[src/rtl/core/pcwe_pkg.sv]
// ----------------------------------------------------------------------------
// pcwe_pkg
// Shared types and constants of the PID controller with wrapped error.
// ----------------------------------------------------------------------------
package pcwe_pkg;

  localparam int DataBits = 32;
  localparam int FracBits = 16;
  localparam int RemBits  = DataBits + 1;
  localparam int WideBits = RemBits + 1;
  localparam int AccBits  = 2 * DataBits - FracBits + 2;

  typedef logic signed [DataBits-1:0] data_t;

  typedef enum logic [2:0] {
    CFG_PROP_GAIN   = 3'd0,
    CFG_INTEG_GAIN  = 3'd1,
    CFG_DERIV_GAIN  = 3'd2,
    CFG_INPUT_MIN   = 3'd3,
    CFG_INPUT_MAX   = 3'd4,
    CFG_OUTPUT_MIN  = 3'd5,
    CFG_OUTPUT_MAX  = 3'd6,
    CFG_WRAP_ENABLE = 3'd7
  } cfg_index_t;

  localparam logic OP_CALCULATE = 1'b0;
  localparam logic OP_RESET     = 1'b1;

  typedef enum logic [3:0] {
    ST_IDLE,
    ST_ERROR,
    ST_DIVIDE,
    ST_FOLD,
    ST_MUL_I,
    ST_ACC_I,
    ST_MUL_P,
    ST_MUL_D,
    ST_SUM,
    ST_OUTPUT
  } state_t;

  typedef struct packed {
    logic load;
    logic clear;
    logic form_error;
    logic div_step;
    logic fold;
    logic mul_i;
    logic acc_i;
    logic mul_p;
    logic mul_d;
    logic sum;
  } cmd_t;

  typedef struct packed {
    logic is_reset;
    logic wrap_active;
    logic div_done;
  } status_t;

endpackage

[src/rtl/core/pcwe_ctrl.sv]
// ----------------------------------------------------------------------------
// pcwe_ctrl
// Sequencer that steps the datapath through one control calculation.
// ----------------------------------------------------------------------------
module pcwe_ctrl (
  input  logic              clk,
  input  logic              rst,
  input  logic              in_fire,
  input  logic              out_fire,
  input  pcwe_pkg::status_t status,
  output pcwe_pkg::cmd_t    cmd,
  output logic              busy,
  output logic              result_valid
);
  import pcwe_pkg::*;

  state_t state, state_next;

  always_ff @(posedge clk) begin
    if (rst) begin
      state <= ST_IDLE;
    end else begin
      state <= state_next;
    end
  end

  always_comb begin
    state_next = state;
    unique case (state)
      ST_IDLE:   if (in_fire) state_next = ST_ERROR;
      ST_ERROR: begin
        if (status.is_reset) state_next = ST_OUTPUT;
        else if (status.wrap_active) state_next = ST_DIVIDE;
        else state_next = ST_MUL_I;
      end
      ST_DIVIDE: if (status.div_done) state_next = ST_FOLD;
      ST_FOLD:   state_next = ST_MUL_I;
      ST_MUL_I:  state_next = ST_ACC_I;
      ST_ACC_I:  state_next = ST_MUL_P;
      ST_MUL_P:  state_next = ST_MUL_D;
      ST_MUL_D:  state_next = ST_SUM;
      ST_SUM:    state_next = ST_OUTPUT;
      ST_OUTPUT: if (out_fire) state_next = ST_IDLE;
      default:   state_next = ST_IDLE;
    endcase
  end

  always_comb begin
    cmd = '0;
    cmd.load = in_fire;
    busy = (state != ST_IDLE);
    result_valid = (state == ST_OUTPUT);
    unique case (state)
      ST_ERROR: begin
        if (status.is_reset) cmd.clear = 1'b1;
        else cmd.form_error = 1'b1;
      end
      ST_DIVIDE: cmd.div_step = !status.div_done;
      ST_FOLD:   cmd.fold = 1'b1;
      ST_MUL_I:  cmd.mul_i = 1'b1;
      ST_ACC_I:  cmd.acc_i = 1'b1;
      ST_MUL_P:  cmd.mul_p = 1'b1;
      ST_MUL_D:  cmd.mul_d = 1'b1;
      ST_SUM:    cmd.sum = 1'b1;
      default: ;
    endcase
  end

endmodule

[config.mk]
export PLATFORM = sky130hd
export DESIGN_NAME = pcwe_ctrl
export DESIGN_NICKNAME = d
export VERILOG_FILES = /design/src/rtl/core/pcwe_pkg.sv /design/src/rtl/core/pcwe_ctrl.sv
export SDC_FILE = /design/constraint.sdc
export NUM_CORES = 1
export LEC_CHECK = 0
export ABC_AREA = 0
export BUFFER_PORTS_ARGS = -buffer_cell sky130_fd_sc_hd__buf_2
export CORE_AREA = 2 2 39 41
export CTS_CLUSTER_SIZE = 28
export DETAILED_ROUTE_END_ITERATION = 6
export DIE_AREA = 0 0 41 43
export SLEW_MARGIN = 20
export SYNTH_ARGS = -nofsm -noshare
export SYNTH_HDL_FRONTEND = slang
export SYNTH_SLANG_ARGS = --single-unit
[constraint.sdc]
create_clock -name clk -period 1.55 [get_ports clk]
set_input_delay 0.0775 -clock clk [delete_from_list [all_inputs] [get_ports clk]]
set_output_delay 0.0775 -clock clk [all_outputs]
set_load 0.005 [all_outputs]
# [Yosys cells after proc, flatten, opt, wreduce, memory -nomap -nowiden]
# Index checks and enable logic that the tools add are counted.
[totals] reg_bits=4 inputBits=7 output_inout_bits=12 elab_cells=33
[op_classes] eq_ne=12 muxes=16 n_reduce_logical=4
[ops] op="4-bit case mux with 10 select lines" count=1
[ops] op="4-bit by 3-bit equality test with 1-bit output (second input constant)" count=4
[ops] op="4-bit 2-to-1 mux" count=4
[ops] op="1-bit 2-to-1 mux" count=9
[ops] op="4-bit by 2-bit equality test with 1-bit output (second input constant)" count=2
[ops] op="4-bit equality test (second input constant)" count=2
[ops] op="2-bit inequality test (second input constant)" count=3
[ops] op="4-bit by 1-bit equality test with 1-bit output (second input constant)" count=1
[ops] op="4-bit zero test" count=1
[ops] op="4-bit nonzero test" count=1
[ops] op="3-bit 2-to-1 mux" count=1
[ops] op="3-bit AND reduction" count=1
[ops] op="2-bit 2-to-1 mux" count=1
[ops] op="1-bit zero test" count=1

# [Longest topological paths before layout]
[depth] ltp_word=3 ltp_mapped=4 ltp_nobuf=3

# [Worst setup path after synthesis]
# Ideal clock, no wire load.
[synth_timing] path_type="flip-flop to flip-flop" from="register state[2]" to="register state[0]" setup_time_ns=0.117 arrival_ns=0.979 required_time_ns=1.433 slack_ns=0.454 stages_incl_launch_ff=5 path_buffers=1 period_less_slack_ns=1.096 path_cell_list="dfxtp_1 buf_4 nor3_1 o21ai_0 a32o_2"
[synth_via] elab_chain_len=3 elab_cells_between_ends=15 cone_classes="12 x eq/ne; 1 x mux; 2 x reduce/logical"
[synth_lines] element="start: declaration" line_no="pcwe_ctrl.sv:17" text="state_t state, state_next;"
[synth_lines] element="start signal: assignment" line_no="pcwe_ctrl.sv:23" text="state <= state_next;"
[synth_lines] element="4-bit by 2-bit equality test with 1-bit output (tied with other cells)" line_no="pcwe_ctrl.sv:29" text="unique case (state)"
[synth_lines] element="2-bit inequality test (no source line)"
[synth_lines] element="3-bit AND reduction (no source line)"
# Parallel ways exist; a longest one is shown, timed or not.
# A chain may end at the register's enable or synchronous reset.

# [Worst setup path after layout]
[layout_timing] from="register state[3]" to="output port busy"
[layout_via] elab_chain_len=1
[layout_lines] element="4-bit nonzero test" line_no="pcwe_ctrl.sv:51" text="busy = (state != ST_IDLE);"
[layout_lines] element="end: declaration" line_no="pcwe_ctrl.sv:12" text="output logic busy,"
# No other way between the ends.

==> impl_metrics.tcl <==
set metrics [dict create \
    maxSlewViolCount 0 \
    max_slew.worst_pin.slew_ns 0.405 \
    max_clock_freq_ghz 0.711 \
    clockRootBuffer "clkbuf_4" \
    cts_tree "built" \
    synth_top_area_frac 0.230 \
    vias 396 \
    min_period_over_period 0.907 \
    path_max_fanout 14 \
    grt_max_degree 16 \
    whs_path_depth 2 \
    rows 14 \
    nets 73 \
    synth.largest_area_cell "dfxtp_1" \
    largest_register_ffs 4 \
    crit_required_ns 1.47 \
    grt_first_pass_wirelength_mm 1.24 \
    grt_setup_unrepaired "no" \
    hold_violations 0 \
    crit_type "reg2out" \
    min_from "rst" \
    via_per_inst 4.95 \
    hp-class "in2reg" \
    portBuffers 18 \
    cp_cell_sequence "or4_1 -> buf_2" \
    ctsHoldBuffers 0 \
    critPathArrivalTime_ns 1.33 \
    synthTopCellsByArea "dfxtp_1, buf_4, nand2b_1" \
    critPathCaptureType "output port" \
    status "completed" \
    diodes 0 \
    ir_drop_mv 0.334 \
    worst_r2r_endpoint "state[0]$_SDFFE_PP0P_" \
    area_growth_pct 30.9 \
    async_flop_share 0 \
    clkSinkCount 4 \
    synth_cell_types 23 \
    setup_tns_ns 0 \
    top_regs "state: 4 flops" \
    critPathMaxStageDelay_ns 0.53 \
    timing.rr.start "state[2]$_SDFFE_PP0P_" \
    start_util 0.251 \
    antenna_found_initial 0 \
    dr.first_iter.drc_count 6 \
    hold_path_end "state[1]$_SDFFE_PP0P_" \
    cap_violations 0 \
    setup_viol 0 \
    die_h_um 43 \
    p_per_area_nw_per_um2 1120 \
    yosysWarnings 0 \
    synth-main-ff-cell "dfxtp_1" \
    ys_seq_area_frac 0.230 \
    grt_overflow 0 \
    syn_nets 55 \
    path_buf_inv 1 \
    path_delay_family "simple AND/OR/NAND/NOR gates" \
    die_w_um 41 \
    post-route-min-period_ns 1.41 \
    cts.path.max_buffers 2 \
    drc 0 \
    grt_pass1_vias 328 \
    ys_top_cells_by_count "nor2_1, buf_4, dfxtp_1, nand2b_1, nor3_1" \
    largest-register "state" \
    post-synth-top-count-cell "nor2_1" \
    p_leak_nw 0.217 \
    clock_skew_ns 0.00276 \
    coreArea_um2 1380 \
    syn_avg_cell_area_um2 7.25 \
    synth_cells 48 \
    die-area_um2 1760 \
    r2r_cells 3 \
    drive_above_1_share 0.391 \
    fillers 150 \
    clk_pin_slew_worst_paths_ns 0.03 \
    wirelength_um 837 \
    cts_inserted_buffers 3 \
    synth-seq-cells 4 \
    rrSetupSlack_ns 0.35 \
    synth.cell_area_um2 348 \
    synth_edf_count 0 \
    drt_pass1_iterations 2 \
    insertion_delay_ns 0.24 \
    ioPinCount 19 \
    routabilityCongestion 0.740 \
    finalPower_uw 509 \
    slew_headroom 0.729 \
    startpoint_type "flop" \
    dp_hpwl_um 647 \
    wl_per_cell_um 10.5 \
    ant_nets 0 \
    cts_max_level 1 \
    crit_slowest_cell "or4_1" \
    gr-usage-all-layers 0.105 \
]
## placed cells by master (no fill, tap or decap), drive strengths merged
cell type / Yosys / layout
a211oi: 2 / 2
a21oi: 2 / 2
a32o: 1 / 1
and3: 2 / 2
buf: 5 / 18
clkbuf: 0 / 3
dfxtp: 4 / 4
inv: 1 / 1
nand2: 1 / 1
nand2b: 4 / 4
nor2: 6 / 6
nor2b: 3 / 3
nor3: 4 / 4
nor4: 3 / 3
nor4b: 1 / 1
o21a: 2 / 2
o21ai: 2 / 2
o21bai: 1 / 1
o32ai: 1 / 1
or2b: 1 / 1
or3: 1 / 1
or4: 1 / 1
## cell families (layout without fill, tap and decap cells)
family,count (synthesis),in the layout,synth area share
AO/OA/AOI/OAI,11,11,0.223
buffers and inverters,6,22,0.111
flip-flops,4,4,0.230
AND/OR/NAND/NOR,27,27,0.435
## worst register-to-register path, stage by stage, from the launching register on
cell,delay [ns]
dfxtp_1,0.41
or3_1,0.40
o32ai_1,0.12
a32o_2,0.21
## metrics by stage
step	cell area, µm²	setup slack, ns	cells	hold WS (ns)	utilization
after floorplan	348	0.454	48	0.150	-
after global placement	423	0.246	77	0.296	0.306
after detailed placement	423	0.282	77	0.294	0.306
after CTS	445	0.0152	80	0.0464	0.322
after global routing	455	0.0633	80	0.0406	0.329
final	455	0.144	80	0.0396	0.329
## where the power goes
part / leakage, nW / switching, mW / internal (mW) / total (mW)
Sequential: 0.0335 / 0.0636 / 0.126 / 0.189
Clock: 0.0138 / 0.0470 / 0.0869 / 0.134
Combinational: 0.169 / 0.0757 / 0.110 / 0.186
Total: 0.217 / 0.186 / 0.322 / 0.509
## worst max-delay path by stage
stage | from | to | depth (start not counted)
finish | state[3]$_SDFFE_PP0P_ | busy | 2
global route | state[2]$_SDFFE_PP0P_ | cmd[8] | 3
CTS | state[0]$_SDFFE_PP0P_ | cmd[8] | 3
detailed placement | state[0]$_SDFFE_PP0P_ | cmd[8] | 3
global placement | state[0]$_SDFFE_PP0P_ | cmd[8] | 3
floorplan | state[2]$_SDFFE_PP0P_ | state[0]$_SDFFE_PP0P_ | 4
## what timing repair did
action / CTS / global route
resized for setup: 0 / 3
endpoints found under the setup margin: 0 / 3
buffers inserted: 0 / 0
## per-layer routing
| layer | vias to the layer above | part of all wire | track usage |
|---|---|---|---|
| met5 | - | 0 | 0 |
| met4 | 0 | 0.017 | 0.0800 |
| met3 | 2 | 0.061 | 0.0366 |
| met2 | 11 | 0.51 | 0.144 |
| met1 | 175 | 0.41 | 0.128 |
| li1 | 208 | - | - |
## final cells by class
type | instances | area, µm² | share of cell area
tap | 16 | 20.0 | 0.0440
sequential | 4 | 82.6 | 0.181
timing repair buffer | 18 | 90.1 | 0.198
inverter | 1 | 3.75 | 0.00824
clock buffer | 3 | 22.5 | 0.0495
multi-input combinational | 38 | 236 | 0.519
(Power assumes the default switching activity.)
